===== config.mk =====
export PLATFORM = sky130hd
export DESIGN_NAME = bpsa_ctrl
export DESIGN_NICKNAME = d
export VERILOG_FILES = /design/src/hdl/bpsa_pkg.sv /design/src/hdl/bpsa_ctrl.sv
export SDC_FILE = /design/constraint.sdc
export NUM_CORES = 1
export LEC_CHECK = 0
export ABC_AREA = 1
export BUFFER_PORTS_ARGS = -buffer_cell sky130_fd_sc_hd__buf_2
export CAP_MARGIN = 20
export CORE_MARGIN = 10
export CORE_UTILIZATION = 44
export CTS_CLUSTER_DIAMETER = 150
export DETAILED_ROUTE_END_ITERATION = 12
export HOLD_SLACK_MARGIN = 0.05
export MAX_ROUTING_LAYER = met4
export PLACE_DENSITY = 0.7
export SYNTH_ARGS = -nofsm -noshare
export SYNTH_HDL_FRONTEND = slang
export SYNTH_SLANG_ARGS = --single-unit

===== constraint.sdc =====
create_clock -name clk -period 4.2 [get_ports clk]
set_input_delay 0.21 -clock clk [delete_from_list [all_inputs] [get_ports clk]]
set_output_delay 0.21 -clock clk [all_outputs]
set_load 0.05 [all_outputs]

===== src/hdl/bpsa_pkg.sv =====
`default_nettype none
package bpsa_pkg;

  localparam int BLOCK_SHIFT_DEF = 12;
  localparam int NUM_BLOCKS_DEF  = 16;

  localparam logic [3:0] TOP_LEVEL   = 4'd9;
  localparam logic [3:0] MARK_NIBBLE = 4'h1;   // marker byte is 16 | level

  // opcodes
  localparam logic [2:0] OP_NEW    = 3'd0;
  localparam logic [2:0] OP_GROW   = 3'd1;
  localparam logic [2:0] OP_WRITE  = 3'd2;
  localparam logic [2:0] OP_READ   = 3'd3;
  localparam logic [2:0] OP_APPEND = 3'd4;
  localparam logic [2:0] OP_PREFIX = 3'd5;
  localparam logic [2:0] OP_RESET  = 3'd6;

  // status codes
  localparam logic [1:0] ST_OK        = 2'd0;
  localparam logic [1:0] ST_EXHAUSTED = 2'd1;
  localparam logic [1:0] ST_BAD_LEVEL = 2'd2;

  typedef logic [3:0] asel_t;
  typedef logic [3:0] wsel_t;
  typedef logic [3:0] act_t;
  typedef logic [3:0] fin_t;

  // memory address sources
  localparam asel_t A_IN    = 4'd0;
  localparam asel_t A_M3    = 4'd1;
  localparam asel_t A_M2    = 4'd2;
  localparam asel_t A_M1    = 4'd3;
  localparam asel_t A_P1    = 4'd4;
  localparam asel_t A_START = 4'd5;
  localparam asel_t A_S1    = 4'd6;
  localparam asel_t A_S2    = 4'd7;
  localparam asel_t A_LAST  = 4'd8;
  localparam asel_t A_CLR   = 4'd9;

  // memory write data sources
  localparam wsel_t W_ZERO = 4'd0;
  localparam wsel_t W_DATA = 4'd1;
  localparam wsel_t W_T0   = 4'd2;
  localparam wsel_t W_T1   = 4'd3;
  localparam wsel_t W_T2   = 4'd4;
  localparam wsel_t W_S3   = 4'd5;
  localparam wsel_t W_S2   = 4'd6;
  localparam wsel_t W_S1   = 4'd7;
  localparam wsel_t W_S0   = 4'd8;
  localparam wsel_t W_MARK = 4'd9;

  // datapath actions
  localparam act_t ACT_NONE         = 4'd0;
  localparam act_t ACT_LOAD         = 4'd1;
  localparam act_t ACT_LEVEL        = 4'd2;
  localparam act_t ACT_RESERVE      = 4'd3;
  localparam act_t ACT_SAVE0        = 4'd4;
  localparam act_t ACT_SAVE1        = 4'd5;
  localparam act_t ACT_SAVE2        = 4'd6;
  localparam act_t ACT_B0           = 4'd7;
  localparam act_t ACT_CLR_INIT     = 4'd8;
  localparam act_t ACT_CLR_STEP     = 4'd9;
  localparam act_t ACT_RST_STATE    = 4'd10;
  localparam act_t ACT_APPEND_CLAIM = 4'd11;

  // result word selects
  localparam fin_t FIN_NONE  = 4'd0;
  localparam fin_t FIN_ZERO  = 4'd1;
  localparam fin_t FIN_FAIL1 = 4'd2;
  localparam fin_t FIN_FAIL2 = 4'd3;
  localparam fin_t FIN_START = 4'd4;
  localparam fin_t FIN_GROW  = 4'd5;
  localparam fin_t FIN_ADDR  = 4'd6;
  localparam fin_t FIN_READ  = 4'd7;
  localparam fin_t FIN_PFX1  = 4'd8;
  localparam fin_t FIN_PFX2  = 4'd9;

  typedef struct packed {
    logic  mem_rd;
    logic  mem_wr;
    asel_t asel;
    wsel_t wsel;
    act_t  act;
    fin_t  fin;
  } cmd_t;

  typedef struct packed {
    logic [2:0] op;
    logic       bad;
    logic       fail;
    logic       b0_hi;
    logic       clr_done;
    logic       claimed;
    logic       out_busy;
  } sts_t;

  function automatic logic [3:0] next_level(input logic [3:0] lvl);
    logic [3:0] nl;
    if (lvl < TOP_LEVEL) nl = lvl + 4'd1;
    else nl = TOP_LEVEL;
    return nl;
  endfunction

  function automatic logic [7:0] level_size(input logic [3:0] lvl);
    logic [7:0] sz;
    case (lvl)
      4'd0: sz = 8'd5;
      4'd1: sz = 8'd14;
      4'd2: sz = 8'd20;
      4'd3: sz = 8'd30;
      4'd4: sz = 8'd40;
      4'd5: sz = 8'd40;
      4'd6: sz = 8'd80;
      4'd7: sz = 8'd80;
      4'd8: sz = 8'd120;
      4'd9: sz = 8'd200;
      default: sz = 8'd0;
    endcase
    return sz;
  endfunction

endpackage
`default_nettype wire


===== src/hdl/bpsa_ctrl.sv =====
`default_nettype none
module bpsa_ctrl (
  input  wire logic          clk,
  input  wire logic          rst_n,
  input  wire logic          in_valid,
  output logic               in_stall,
  input  wire bpsa_pkg::sts_t sts,
  output bpsa_pkg::cmd_t     cmd
);

  localparam logic [4:0] S_INIT = 5'd0;
  localparam logic [4:0] S_IDLE = 5'd1;
  localparam logic [4:0] S_OP   = 5'd2;
  localparam logic [4:0] S_RES  = 5'd3;
  localparam logic [4:0] S_LVL  = 5'd4;
  localparam logic [4:0] S_GCHK = 5'd5;
  localparam logic [4:0] S_GRES = 5'd6;
  localparam logic [4:0] S_G2   = 5'd7;
  localparam logic [4:0] S_G3   = 5'd8;
  localparam logic [4:0] S_G4   = 5'd9;
  localparam logic [4:0] S_G5   = 5'd10;
  localparam logic [4:0] S_G6   = 5'd11;
  localparam logic [4:0] S_G7   = 5'd12;
  localparam logic [4:0] S_G8   = 5'd13;
  localparam logic [4:0] S_G9   = 5'd14;
  localparam logic [4:0] S_G10  = 5'd15;
  localparam logic [4:0] S_G11  = 5'd16;
  localparam logic [4:0] S_RD   = 5'd17;
  localparam logic [4:0] S_P1   = 5'd18;
  localparam logic [4:0] S_P2   = 5'd19;
  localparam logic [4:0] S_CLR  = 5'd20;

  logic [4:0] state_r, state_nxt;
  bpsa_pkg::cmd_t c;

  assign in_stall = (state_r != S_IDLE);

  // memory write helper
  function automatic bpsa_pkg::cmd_t wr(input bpsa_pkg::asel_t a,
                                        input bpsa_pkg::wsel_t w);
    bpsa_pkg::cmd_t r;
    r = '0;
    r.mem_wr = 1'b1;
    r.asel = a;
    r.wsel = w;
    return r;
  endfunction

  always_comb begin
    c = '0;
    state_nxt = state_r;
    unique case (state_r)
      S_INIT: begin
        if (sts.clr_done) state_nxt = S_IDLE;
        else begin
          c = wr(bpsa_pkg::A_CLR, bpsa_pkg::W_ZERO);
          c.act = bpsa_pkg::ACT_CLR_STEP;
        end
      end
      S_IDLE: begin
        if (in_valid) begin
          c.act = bpsa_pkg::ACT_LOAD;
          state_nxt = S_OP;
        end
      end
      S_OP: begin
        state_nxt = S_IDLE;
        case (sts.op)
          bpsa_pkg::OP_NEW, bpsa_pkg::OP_APPEND: begin
            c.act = bpsa_pkg::ACT_RESERVE;
            state_nxt = S_RES;
          end
          bpsa_pkg::OP_GROW: begin
            c.mem_rd = 1'b1;
            state_nxt = S_LVL;
          end
          bpsa_pkg::OP_WRITE: begin
            c = wr(bpsa_pkg::A_IN, bpsa_pkg::W_DATA);
            c.fin = bpsa_pkg::FIN_ADDR;
          end
          bpsa_pkg::OP_READ: begin
            c.mem_rd = 1'b1;
            state_nxt = S_RD;
          end
          bpsa_pkg::OP_PREFIX: begin
            c.mem_rd = 1'b1;
            state_nxt = S_P1;
          end
          bpsa_pkg::OP_RESET: begin
            if (sts.claimed) begin
              c.act = bpsa_pkg::ACT_CLR_INIT;
              state_nxt = S_CLR;
            end else c.fin = bpsa_pkg::FIN_ZERO;
          end
          default: c.fin = bpsa_pkg::FIN_ZERO;
        endcase
      end
      S_RES: begin
        state_nxt = S_IDLE;
        if (sts.fail) c.fin = bpsa_pkg::FIN_FAIL1;
        else if (sts.op == bpsa_pkg::OP_NEW) begin
          c = wr(bpsa_pkg::A_LAST, bpsa_pkg::W_MARK);
          c.fin = bpsa_pkg::FIN_START;
        end else begin
          c = wr(bpsa_pkg::A_START, bpsa_pkg::W_DATA);
          c.act = bpsa_pkg::ACT_APPEND_CLAIM;
          c.fin = bpsa_pkg::FIN_START;
        end
      end
      S_LVL: begin
        c.act = bpsa_pkg::ACT_LEVEL;
        state_nxt = S_GCHK;
      end
      S_GCHK: begin
        if (sts.bad) begin
          c.fin = bpsa_pkg::FIN_FAIL2;
          state_nxt = S_IDLE;
        end else begin
          c.act = bpsa_pkg::ACT_RESERVE;
          state_nxt = S_GRES;
        end
      end
      S_GRES: begin
        if (sts.fail) begin
          c.fin = bpsa_pkg::FIN_FAIL1;
          state_nxt = S_IDLE;
        end else begin
          c.mem_rd = 1'b1;
          c.asel = bpsa_pkg::A_M3;
          state_nxt = S_G2;
        end
      end
      S_G2: begin
        c.mem_rd = 1'b1;
        c.asel = bpsa_pkg::A_M2;
        c.act = bpsa_pkg::ACT_SAVE0;
        state_nxt = S_G3;
      end
      S_G3: begin
        c.mem_rd = 1'b1;
        c.asel = bpsa_pkg::A_M1;
        c.act = bpsa_pkg::ACT_SAVE1;
        state_nxt = S_G4;
      end
      S_G4: begin
        c = wr(bpsa_pkg::A_START, bpsa_pkg::W_T0);
        c.act = bpsa_pkg::ACT_SAVE2;
        state_nxt = S_G5;
      end
      S_G5: begin
        c = wr(bpsa_pkg::A_S1, bpsa_pkg::W_T1);
        state_nxt = S_G6;
      end
      S_G6: begin
        c = wr(bpsa_pkg::A_S2, bpsa_pkg::W_T2);
        state_nxt = S_G7;
      end
      S_G7: begin
        c = wr(bpsa_pkg::A_M3, bpsa_pkg::W_S3);
        state_nxt = S_G8;
      end
      S_G8: begin
        c = wr(bpsa_pkg::A_M2, bpsa_pkg::W_S2);
        state_nxt = S_G9;
      end
      S_G9: begin
        c = wr(bpsa_pkg::A_M1, bpsa_pkg::W_S1);
        state_nxt = S_G10;
      end
      S_G10: begin
        c = wr(bpsa_pkg::A_IN, bpsa_pkg::W_S0);
        state_nxt = S_G11;
      end
      S_G11: begin
        c = wr(bpsa_pkg::A_LAST, bpsa_pkg::W_MARK);
        c.fin = bpsa_pkg::FIN_GROW;
        state_nxt = S_IDLE;
      end
      S_RD: begin
        c.fin = bpsa_pkg::FIN_READ;
        state_nxt = S_IDLE;
      end
      S_P1: begin
        if (!sts.b0_hi) begin
          c.fin = bpsa_pkg::FIN_PFX1;
          state_nxt = S_IDLE;
        end else begin
          c.mem_rd = 1'b1;
          c.asel = bpsa_pkg::A_P1;
          c.act = bpsa_pkg::ACT_B0;
          state_nxt = S_P2;
        end
      end
      S_P2: begin
        c.fin = bpsa_pkg::FIN_PFX2;
        state_nxt = S_IDLE;
      end
      S_CLR: begin
        if (sts.clr_done) begin
          c.act = bpsa_pkg::ACT_RST_STATE;
          c.fin = bpsa_pkg::FIN_ZERO;
          state_nxt = S_IDLE;
        end else begin
          c = wr(bpsa_pkg::A_CLR, bpsa_pkg::W_ZERO);
          c.act = bpsa_pkg::ACT_CLR_STEP;
        end
      end
      default: state_nxt = S_IDLE;
    endcase
    // hold a step that registers a result while the output register is still occupied
    if (c.fin != bpsa_pkg::FIN_NONE && sts.out_busy) begin
      c = '0;
      state_nxt = state_r;
    end
  end

  assign cmd = c;

  always_ff @(posedge clk) begin
    if (!rst_n) state_r <= S_INIT;
    else state_r <= state_nxt;
  end

endmodule
`default_nettype wire


Word level (Yosys, flattened, before mapping):

Index checks and enable logic that the tools add are counted.

* eq/ne operators: 29
* mux-type cells: 37
* bitwise gates (word level): 1
* reductions and logical operators: 13

Operators with widths (count)
* 5-bit one-hot mux with 16 select lines: 1
* 4-bit one-hot mux with 13 select lines: 1
* 4-bit one-hot mux with 12 select lines: 1
* 4-bit one-hot mux with 11 select lines: 1
* 5-bit by 4-bit equality test with 1-bit output, second input constant: 8
* 4-bit one-hot mux with 10 select lines: 1
* 5-bit equality test, second input constant: 5
* 5-bit one-hot mux with 5 select lines: 1
* 5-bit by 3-bit equality test with 1-bit output, second input constant: 4
* 5-bit two-way mux: 4
* 18-bit two-way mux: 1
* 9-bit two-way mux: 2
* 17-bit two-way mux: 1
* 16-bit two-way mux: 1
* 13-bit two-way mux: 1
* 3-bit two-way mux: 4
* 4-bit two-way mux: 3
* 5-bit by 2-bit equality test with 1-bit output, second input constant: 2
* 2-bit OR reduction: 5
* 3-bit equality test, second input constant: 3
* 3-bit one-hot mux with 3 select lines: 1
* 4-bit one-hot mux with 2 select lines: 1
* 8-bit OR reduction: 1
* 1-bit one-hot mux with 7 select lines: 1
* 18 further kinds: 26

* register bits: 5
* input bits: 12
* output and inout port bits: 19
* logic and storage cells: 81

Longest topological paths before layout:

Gate-level depths: netlist (run 1).

* depth in word-level cells: 8
* gate-level depth with buffers: 13
* mapped depth without buffers: 12

Worst setup path before layout (run 1):

No wires, ideal clock.

* path kind: register -> output
* start point: register state_r[4]
* end point: output port cmd[16] (netlist name)
* data arrival time: 2164 ps
* data required time: 3990 ps
* slack: 1826 ps
* stages on the path, launching flop included: 9
* buffers on the path: 1
* cell sequence: dfxtp_1 > buf_4 > inv_2 > nand3_1 > a21oi_1 > nor2_1 > inv_1 > nor3_1 > a21oi_1

RTL lines
* start: declaration: line bpsa_ctrl.sv:33 `logic [4:0] state_r, state_nxt;`
* start signal: assignment: line bpsa_ctrl.sv:221 `else state_r <= state_nxt;`
* end: declaration: line bpsa_ctrl.sv:8 `output bpsa_pkg::cmd_t cmd`

==> results of run 1 <==
[final cells by class]
type | instances | area share
inverters | 26 | 0.08359
multi-input cells | 164 | 0.6562
well taps | 28 | 0.02926
clock buffers | 4 | 0.02194
flip-flops and latches | 5 | 0.08359
repair buffers | 30 | 0.1254
[per-stage QoR]
stage                     setup slack [ps]  cells  total power [mW]
after floorplan                       1826    196            0.5946
after global placement                2151    253            0.7186
after detailed placement              2088    253            0.7190
after CTS                             1824    257            0.7769
after global routing                  1612    257            0.8427
final                                 1823    257            0.7726
[logic make-up after synthesis]
family,count (synthesis),share of synthesized area
AOI/OAI and AO/OA,24,0.1385
buffers and inverters,27,0.1083
DFF,5,0.1008
and+or+nand+nor,140,0.6524
[layout by cell type, fill, tap and decap left out, types with 2 or more instances in the layout]
| master | instances |
|---|---|
| nand2_1 | 56 |
| nor2_1 | 41 |
| buf_2 | 30 |
| inv_1 | 19 |
| nand3_1 | 17 |
| a21oi_1 | 9 |
| inv_2 | 6 |
| o21ai_0 | 6 |
| dfxtp_1 | 5 |
| nor2_4 | 4 |
| nor3_1 | 4 |
| nand3_2 | 3 |
| nand3b_1 | 3 |
| nand4_1 | 3 |
| clkbuf_4 | 3 |
| nand2_2 | 2 |
| nor2_2 | 2 |
| o21ai_1 | 2 |
| a31oi_1 | 2 |
| nor4_1 | 2 |
| o31ai_1 | 2 |
[worst paths after layout]
kind	to	slack, ps	cells after the start
worst max-delay path	cmd[14]	1820	11
worst min-delay path	state_r[4]	240	3
worst max register to register	state_r[2]	2400	9
worst min register to register	state_r[0]	570	2
[worst max-delay path, delay by kind of cell (launching register included)]
| family | cells | cell delay [ps] |
|---|---|---|
| AND/OR/NAND/NOR | 7 | 780 |
| flip-flops | 1 | 570 |
| buffers and inverters | 3 | 450 |
| AO/OA/AOI/OAI | 1 | 140 |
[power by group through the flow]
stage | registers [mW] | logic (mW) | clock network (mW)
5_1_grt | 0.0908 | 0.692 | 0.0599
4_1_cts | 0.0873 | 0.633 | 0.0565
6_report | 0.0876 | 0.632 | 0.0530
3_5_place_dp | 0.0877 | 0.631 | 0
3_3_place_gp | 0.0877 | 0.631 | 0
2_1_floorplan | 0.0768 | 0.518 | 0
[per-layer routing]
| metal | up-vias | part of all wire | global-route usage |
|---|---|---|---|
| met3 | 4 | 0.095 | 0.03306 |
| met1 | 587 | 0.44 | 0.1721 |
| met4 | 0 | 0.0075 | 0.02308 |
| met5 | - | 0 | - |
| met2 | 46 | 0.46 | 0.2300 |
| li1 | 710 | - | - |
==> flow_metrics.tcl, run 1 <==
set metrics [dict create \
    status "finished, final reports clean" \
    detail_route.first_pass.iterations 4 \
    design_area_mm2 0.001197 \
    crit_required_ps 3990 \
    slew-limit-headroom 0.6894 \
    io_buffers 30 \
    area_growth_syn_to_layout_pct 20.53 \
    mappedNetlistArea_um2 993.5 \
    power_switching_uw 508.9 \
    drc_errors 0 \
    numClockSinks 5 \
    detailedPlacementHpwl_mm 2.732 \
    most_frequent_cells_after_synthesis "nand2_1 (56), nor2_1 (41), inv_1 (19), nand3_1 (17), a21oi_1 (9)" \
    synth_warnings 0 \
    fp-row-count 17 \
    p_int_uw 263.8 \
    place_congestion 1.008 \
    finalCoreUtilization 0.5465 \
    ctsLongestPathBuffers 2 \
    async_reset_ff_frac 0 \
    registers.top_by_ff_count "state_r" \
    hold_path_start "rst_n" \
    detail_route.iter0.violations 116 \
    setup_cp_type "flip-flop to output pin" \
    synth_top_area_share 0.2116 \
    netlist-cell-type-count 27 \
    worst_setup_hold_path_clk_slew_ps 40 \
    setup_viol 0 \
    power.density_cell_area_mw_per_mm2 645.2 \
    cts_resized 0 \
    post_dp_cell_area_mm2 0.001171 \
    vias 1347 \
    fill_cell_instance_count_of_the_final_layout 258 \
    number_of_flip_flops_in_the_largest_register 5 \
    top_regs "state_r (5)" \
    floorplan.initialDensity 0.4535 \
    io-pin-count 31 \
    slew_viol_final 0 \
    die_w_um 67.52 \
    post_cts.repair.setup_buffers 0 \
    combinationalPowerShare 0.818 \
    grt_pass1_vias 1152 \
    switching_share 0.6586 \
    dieHeight_um 67.52 \
    sequential_cell_area_um2 100.1 \
    worstHoldPathType "input pin to flip-flop" \
    largest_net_degree_at_the_start_of_global_routing 11 \
    synth-main-ff-cell "dfxtp_1" \
    ys_top_cells_by_area "nand2_1 (21%), nor2_1 (15%), dfxtp_1 (10%)" \
    max_slew.worst_pin.slew_ps 462.8 \
    detail_route.wl_per_cell_um 12.41 \
    routed_antenna_nets 0 \
    clock_tree.root_cell "clkbuf_4" \
    grt_pass1_wl_mm 5.064 \
    via_cell_ratio 5.241 \
    final.hold.worst_slack_ps 242.9 \
    gr-usage-all-layers 0.1403 \
    design.final.nets 242 \
    seqPwrFrac 0.113 \
    synthDominantAreaCellType "nand2_1" \
    cts_tree "built" \
    drv_cap 0 \
    clk_lat_worst_skew_ps 230 \
    grt_setup_unrepaired "no" \
    vdd.ir_drop.worst_mv 0.4015 \
    core_area_mm2 0.002191 \
    path_max_fanout 10 \
    reg2reg_from "state_r[4]" \
    synth.ff_latch_count 5 \
    num_antenna_cells 0 \
    timing.final.crit_period_ps 2377 \
    timing.critical_path.mode_cell "nand2_1" \
    synth-edff-count 0 \
    synth_sequential_area_ratio 0.1008 \
    grt_antenna_before_repair 0 \
    path_cells "inv_2 -> nand3_1 -> nor2_4 -> nand2_1 -> nand2_1 -> nor2_1 -> nand3_2 -> nand2_4 -> inv_4 -> a31oi_1 -> buf_2" \
    die_area_mm2 0.004558 \
    postSynthNetCount 208 \
    start_kind "flip-flop" \
    multiInputGateArea_um2 785.8 \
    numCtsBuffers 3 \
    totalWireLength_mm 3.190 \
    clock_share_of_power 0.069 \
    grt_overflow_total 0 \
    netlist_instances 196 \
    worst_ep_arrival_time_ps 2170 \
    drive_gt1_frac 0.2314 \
    critPathMaxStageDelay_ps 570 \
    synth_most_common_cell "nand2_1" \
    setup.worst_path.start "state_r[4]" \
    final_hold_viol_count 0 \
    timing.fmax_ghz 0.4206 \
    crit_slowest_cell "dfxtp_1" \
    timing.critical_path.to_type "output pin" \
    static-leakage-power_nw 0.7710 \
    min_period_over_period 0.5661 \
    setup_tns_ps 0 \
    htree_levels 1 \
    synth_area_per_cell_um2 5.069 \
    finClkSkew_ps 1.212 \
    post_cts_hold_buffer_count 0 \
]
Power figures use the tool's default switching activity.
==> inputs of run 2 (changes only) <==
==> constraint.sdc (replaced) <==
create_clock -name clk -period 2.3 [get_ports clk]
set_input_delay 0.115 -clock clk [delete_from_list [all_inputs] [get_ports clk]]
set_output_delay 0.115 -clock clk [all_outputs]
set_load 0.05 [all_outputs]
==> run 2 against run 1 <==
Flip-flop and latch count stayed put. Sequential share of layout area is 0.53 points higher. Cell count stayed put. Clock skew hardly changed. Wire length is 3.5% higher. Combinational power is 85% higher. Cell area is 1.0% higher. Register-to-register slack worse by 1800 ps. Non-clock buffer count stayed put. Largest cell class unchanged. Largest power group unchanged.
==> flow_metrics.tcl, run 2 (same netlist as run 1, synthesis figures left out) <==
set metrics [dict create \
    clk_lat_worst_skew_ps 230 \
    detailedPlacementHpwl_mm 2.789 \
    via_cell_ratio 5.311 \
    numCtsBuffers 3 \
    grt_antenna_before_repair 0 \
    slew-limit-headroom 0.6897 \
    design.final.nets 242 \
    post_cts_hold_buffer_count 0 \
    path_max_fanout 8 \
    drive_gt1_frac 0.2489 \
    static-leakage-power_nw 0.7722 \
    detail_route.first_pass.iterations 4 \
    detail_route.wl_per_cell_um 12.85 \
    die_w_um 67.52 \
    dieHeight_um 67.52 \
    number_of_flip_flops_in_the_largest_register 5 \
    most_common_cell_after_layout_fill_and_taps_aside "nand2_1" \
    clock_tree.root_cell "clkbuf_4" \
    setup_cp_type "flip-flop to output pin" \
    final.hold.worst_slack_ps 139.5 \
    hold_path_start "rst_n" \
    clock_share_of_power 0.067 \
    gr-usage-all-layers 0.1472 \
    setup.worst_path.start "state_r[2]" \
    power_switching_uw 933.6 \
    vias 1365 \
    place_congestion 1.013 \
    min_period_over_period 0.9126 \
    io_buffers 30 \
    cts_resized 0 \
    die_area_mm2 0.004558 \
    grt_pass1_vias 1184 \
    sequential_cell_area_um2 107.6 \
    max_slew.worst_pin.slew_ps 462.4 \
    reg2reg_from "state_r[2]" \
    holdPathEnd "state_r[4]" \
    crit_slowest_cell "dfxtp_1" \
    crit_required_ps 2180 \
    worst_setup_hold_path_clk_slew_ps 40 \
    io-pin-count 31 \
    cts_tree "built" \
    worst_ep_arrival_time_ps 1980 \
    vdd.ir_drop.worst_mv 0.6539 \
    path_cells "inv_2 -> nor2_4 -> nand3_2 -> o21ai_1 -> nor2_1 -> a21oi_1 -> buf_2" \
    setup_tns_ps 0 \
    p_int_uw 492.9 \
    drc_errors 0 \
    routed_antenna_nets 0 \
    finClkSkew_ps 1.243 \
    fp-row-count 17 \
    registers.top_by_ff_count "state_r" \
    timing.fmax_ghz 0.4764 \
    largest_net_degree_at_the_start_of_global_routing 11 \
    timing.rr.end "state_r[0]" \
    setup_viol 0 \
    num_antenna_cells 0 \
    seqPwrFrac 0.116 \
    most-common-layout-cells "nand2_1 (56), nor2_1 (41), buf_2 (28)" \
    timing.final.crit_period_ps 2099 \
    ctsLongestPathBuffers 2 \
    holdPathStages 3 \
    final_hold_viol_count 0 \
    numClockSinks 5 \
    design_power_total_mw 1.426 \
    rrSetupSlack_ps 550 \
    post_cts.repair.setup_buffers 0 \
    detail_route.iter0.violations 87 \
    timing.critical_path.to_type "output pin" \
    drv_cap 0 \
    power.density_cell_area_mw_per_mm2 1179 \
    worstHoldPathType "input pin to flip-flop" \
    floorplan.initialDensity 0.4535 \
    htree_levels 1 \
    critPathMaxStageDelay_ps 420 \
    top_regs "state_r (5)" \
    area_growth_syn_to_layout_pct 21.79 \
    combinationalPowerShare 0.817 \
    grt_overflow_total 0 \
    grt_setup_unrepaired "no" \
    grt_pass1_wl_mm 5.278 \
    switching_share 0.6544 \
    status "finished, final reports clean" \
    r2r.worst_path.cells 7 \
    start_kind "flip-flop" \
    multiInputGateArea_um2 785.8 \
    totalWireLength_mm 3.303 \
    fill_cell_instance_count_of_the_final_layout 261 \
    slew_viol_final 0 \
    core_area_mm2 0.002191 \
]
run 2: worst max-delay path, delay by kind of cell (launching register included):
family / cells / cell delay [ps]
compound gates: 2 / 560
flops: 1 / 420
simple gates: 3 / 410
buf+inv: 2 / 360
run 2: worst max path at each step:
stage                     cells past startpoint       to  slack, ps
final                                         7  cmd[16]        200
after global routing                         11   cmd[5]         20
after CTS                                    11  cmd[14]         20
after detailed placement                     11  cmd[14]        280
after global placement                       11  cmd[14]        340
after floorplan                               8  cmd[16]         20
run 2: per-layer routing:
layer	track usage	vias to the layer above	share of wire
met5	-	-	0
met4	0.03077	0	0.0082
met3	0.02810	4	0.097
met2	0.2418	53	0.46
met1	0.1814	600	0.44
li1	-	708	-
run 2: area by class of cell:
class	instances	area share
flip-flops and latches	5	0.08893
repair buffers	30	0.1282
well taps	28	0.02896
clock buffers	4	0.02172
multi-input cells	164	0.6494
inverters	26	0.08273
run 2: power by group through the flow:
stage | combinational [mW] | sequential, mW | clock [mW]
after floorplan | 0.945 | 0.140 | 0
after global placement | 1.15 | 0.160 | 0
after detailed placement | 1.16 | 0.161 | 0
after CTS | 1.16 | 0.159 | 0.101
after global routing | 1.27 | 0.175 | 0.107
final | 1.17 | 0.165 | 0.0958
run 2: stage by stage:
step                      utilization  setup WS, ps  cells  area, µm²
after global placement         0.5346         342.4    253       1171
after global routing           0.5523         24.43    257       1210
final                          0.5523         201.0    257       1210
after detailed placement       0.5346         275.3    253       1171
after CTS                      0.5465         19.33    257       1197
after floorplan                     -         20.79    196      993.5
==> inputs of run 3 (changes only) <==
--- a/config.mk
+++ b/config.mk
@@ -8,7 +8,8 @@
 export ABC_AREA = 1
 export BUFFER_PORTS_ARGS = -buffer_cell sky130_fd_sc_hd__buf_2
 export CAP_MARGIN = 20
-export CORE_MARGIN = 10
+export CORE_ASPECT_RATIO = 1.5
+export CORE_MARGIN = 2
 export CORE_UTILIZATION = 44
 export CTS_CLUSTER_DIAMETER = 150
 export DETAILED_ROUTE_END_ITERATION = 12
==> run 3 against run 2 <==
First-iteration DRC count fell by 9.2%. Sequential power hardly changed. Cell area rose by 1.2%. Total power up 3.0%. Flip-flop and latch count stayed put. Register-to-register slack worse by 70 ps. Via count increased by 4.1%. Die area down 42%. Largest power group unchanged. Highest routed layer unchanged.
==> flow_metrics.tcl, run 3 (same netlist as run 1, synthesis figures left out) <==
set metrics [dict create \
    top_regs "state_r (5)" \
    detail_route.wl_per_cell_um 13.59 \
    fp-row-count 21 \
    timing.critical_path.to_type "output pin" \
    cts_tree "built" \
    detail_route.iter0.violations 79 \
    via_cell_ratio 5.573 \
    status "finished, final reports clean" \
    vias 1421 \
    design_area_mm2 0.001225 \
    drv_cap 0 \
    timing.final.ws_setup_ps 150.5 \
    io-pin-count 31 \
    setup_cp_type "flip-flop to output pin" \
    number_of_flip_flops_in_the_largest_register 5 \
    dieHeight_um 62.20 \
    pre_cts_ws_ps 294.0 \
    design.final.nets 245 \
    detailedPlacementHpwl_mm 2.853 \
    min_period_over_period 0.9346 \
    final_hold_viol_count 0 \
    place_congestion 1.044 \
    gr-usage-all-layers 0.2823 \
    setup_tns_ps 0 \
    max_slew.worst_pin.slew_ps 499.9 \
    floorplan.initialDensity 0.4555 \
    grt_overflow_total 0 \
    die_area_mm2 0.002662 \
    largest_net_degree_at_the_start_of_global_routing 11 \
    slew-limit-headroom 0.6645 \
    finClkSkew_ps 11.25 \
    crit_required_ps 2180 \
    slew_viol_final 0 \
    num_antenna_cells 0 \
    post_cts_hold_buffer_count 0 \
    m1WireLength_mm 1.386 \
    vdd.ir_drop.worst_mv 0.9395 \
    grt_pass1_vias 1323 \
    ctsLongestPathBuffers 2 \
    most-common-layout-cells "nand2_1 (56), nor2_1 (41), buf_2 (28)" \
    grt_pass1_wl_mm 5.809 \
    setup_viol 0 \
    drive_gt1_frac 0.2543 \
    routed_antenna_nets 0 \
    start_kind "flip-flop" \
    timing.fmax_ghz 0.4652 \
    detail_route.first_pass.iterations 4 \
    numCtsBuffers 3 \
    totalWireLength_mm 3.465 \
    clock_tree.root_cell "clkbuf_4" \
    numClockSinks 5 \
    top_layer_used "met4" \
    drc_errors 0 \
    io_buffers 30 \
    worst_ep_arrival_time_ps 2030 \
    post_dp_cell_area_mm2 0.001187 \
    timing.final.crit_period_ps 2150 \
    route.met3.wl_um 153 \
    worst_setup_hold_path_clk_slew_ps 50 \
    most_common_cell_after_layout_fill_and_taps_aside "nand2_1" \
    registers.top_by_ff_count "state_r" \
    static-leakage-power_nw 0.7879 \
    power.density_cell_area_mw_per_mm2 1200 \
    grt_antenna_before_repair 0 \
    worstHoldPathType "input pin to flip-flop" \
    core_area_mm2 0.002181 \
    clk_lat_worst_skew_ps 250 \
    area_growth_syn_to_layout_pct 23.30 \
    die_w_um 42.80 \
    path_max_fanout 8 \
    htree_levels 1 \
    met2_length_mm 1.728 \
]
-- run 3: cell types whose count changed in the layout (fill, tap and decap cells not counted), sizes merged --
| cell | previous run | this run |
|---|---|---|
| buf | 29 | 32 |
-- run 3: final timing paths --
path                   start    endpoint  slack, ps  cells past startpoint
setup / recovery  state_r[2]     cmd[16]        150                      7
hold / removal         rst_n  state_r[4]        120                      3
setup reg to reg  state_r[2]  state_r[2]        480                      7
hold reg to reg   state_r[1]  state_r[1]        570                      2
-- run 3: layout make-up --
type	instances	area, µm²
flip-flops and latches	5	106.4
fillers	240	955.9
inverters	26	100.1
repair buffers	33	177.7
clock buffers	4	26.28
well taps	23	28.78
multi-input cells	164	785.8
-- run 3: stage by stage --
step / total power, mW / hold WS (ps) / util / std cells
floorplan: 1.086 / 229.1 / - / 196
global placement: 1.343 / 382.6 / 0.5445 / 251
global route: 1.586 / 152.5 / 0.5617 / 255
finish: 1.469 / 123.9 / 0.5617 / 255
detailed placement: 1.341 / 389.7 / 0.5445 / 251
CTS: 1.454 / 128.7 / 0.5565 / 255
-- run 3: report_power, final --
| group | leakage (nW) | switching (mW) | internal [mW] | total, mW |
|---|---|---|---|---|
| Combinational | 0.730 | 0.870 | 0.325 | 1.19 |
| Clock | 0.0150 | 0.0418 | 0.0659 | 0.108 |
| Sequential | 0.0427 | 0.0500 | 0.117 | 0.167 |
-- run 3: metal layers --
layer | track usage | up-vias
met5 | - | -
met1 | 0.3274 | 633
li1 | - | 706
met4 | 0.1523 | 0
met2 | 0.4564 | 61
met3 | 0.03779 | 21
-- run 3: worst max-delay path: stages (launching register included) --
cell     delay, ps
dfxtp_1        430
inv_2           80
nor2_4         210
nand3_2        130
o21ai_1        430
nor2_1          70
a21oi_1        150
buf_2          270
-- run 3: repair_timing --
item / CTS / global route
hold endpoints to repair: 0 / 0
gates resized for setup: 0 / 7
setup endpoints to repair: 0 / 11
buffers inserted: 0 / 0
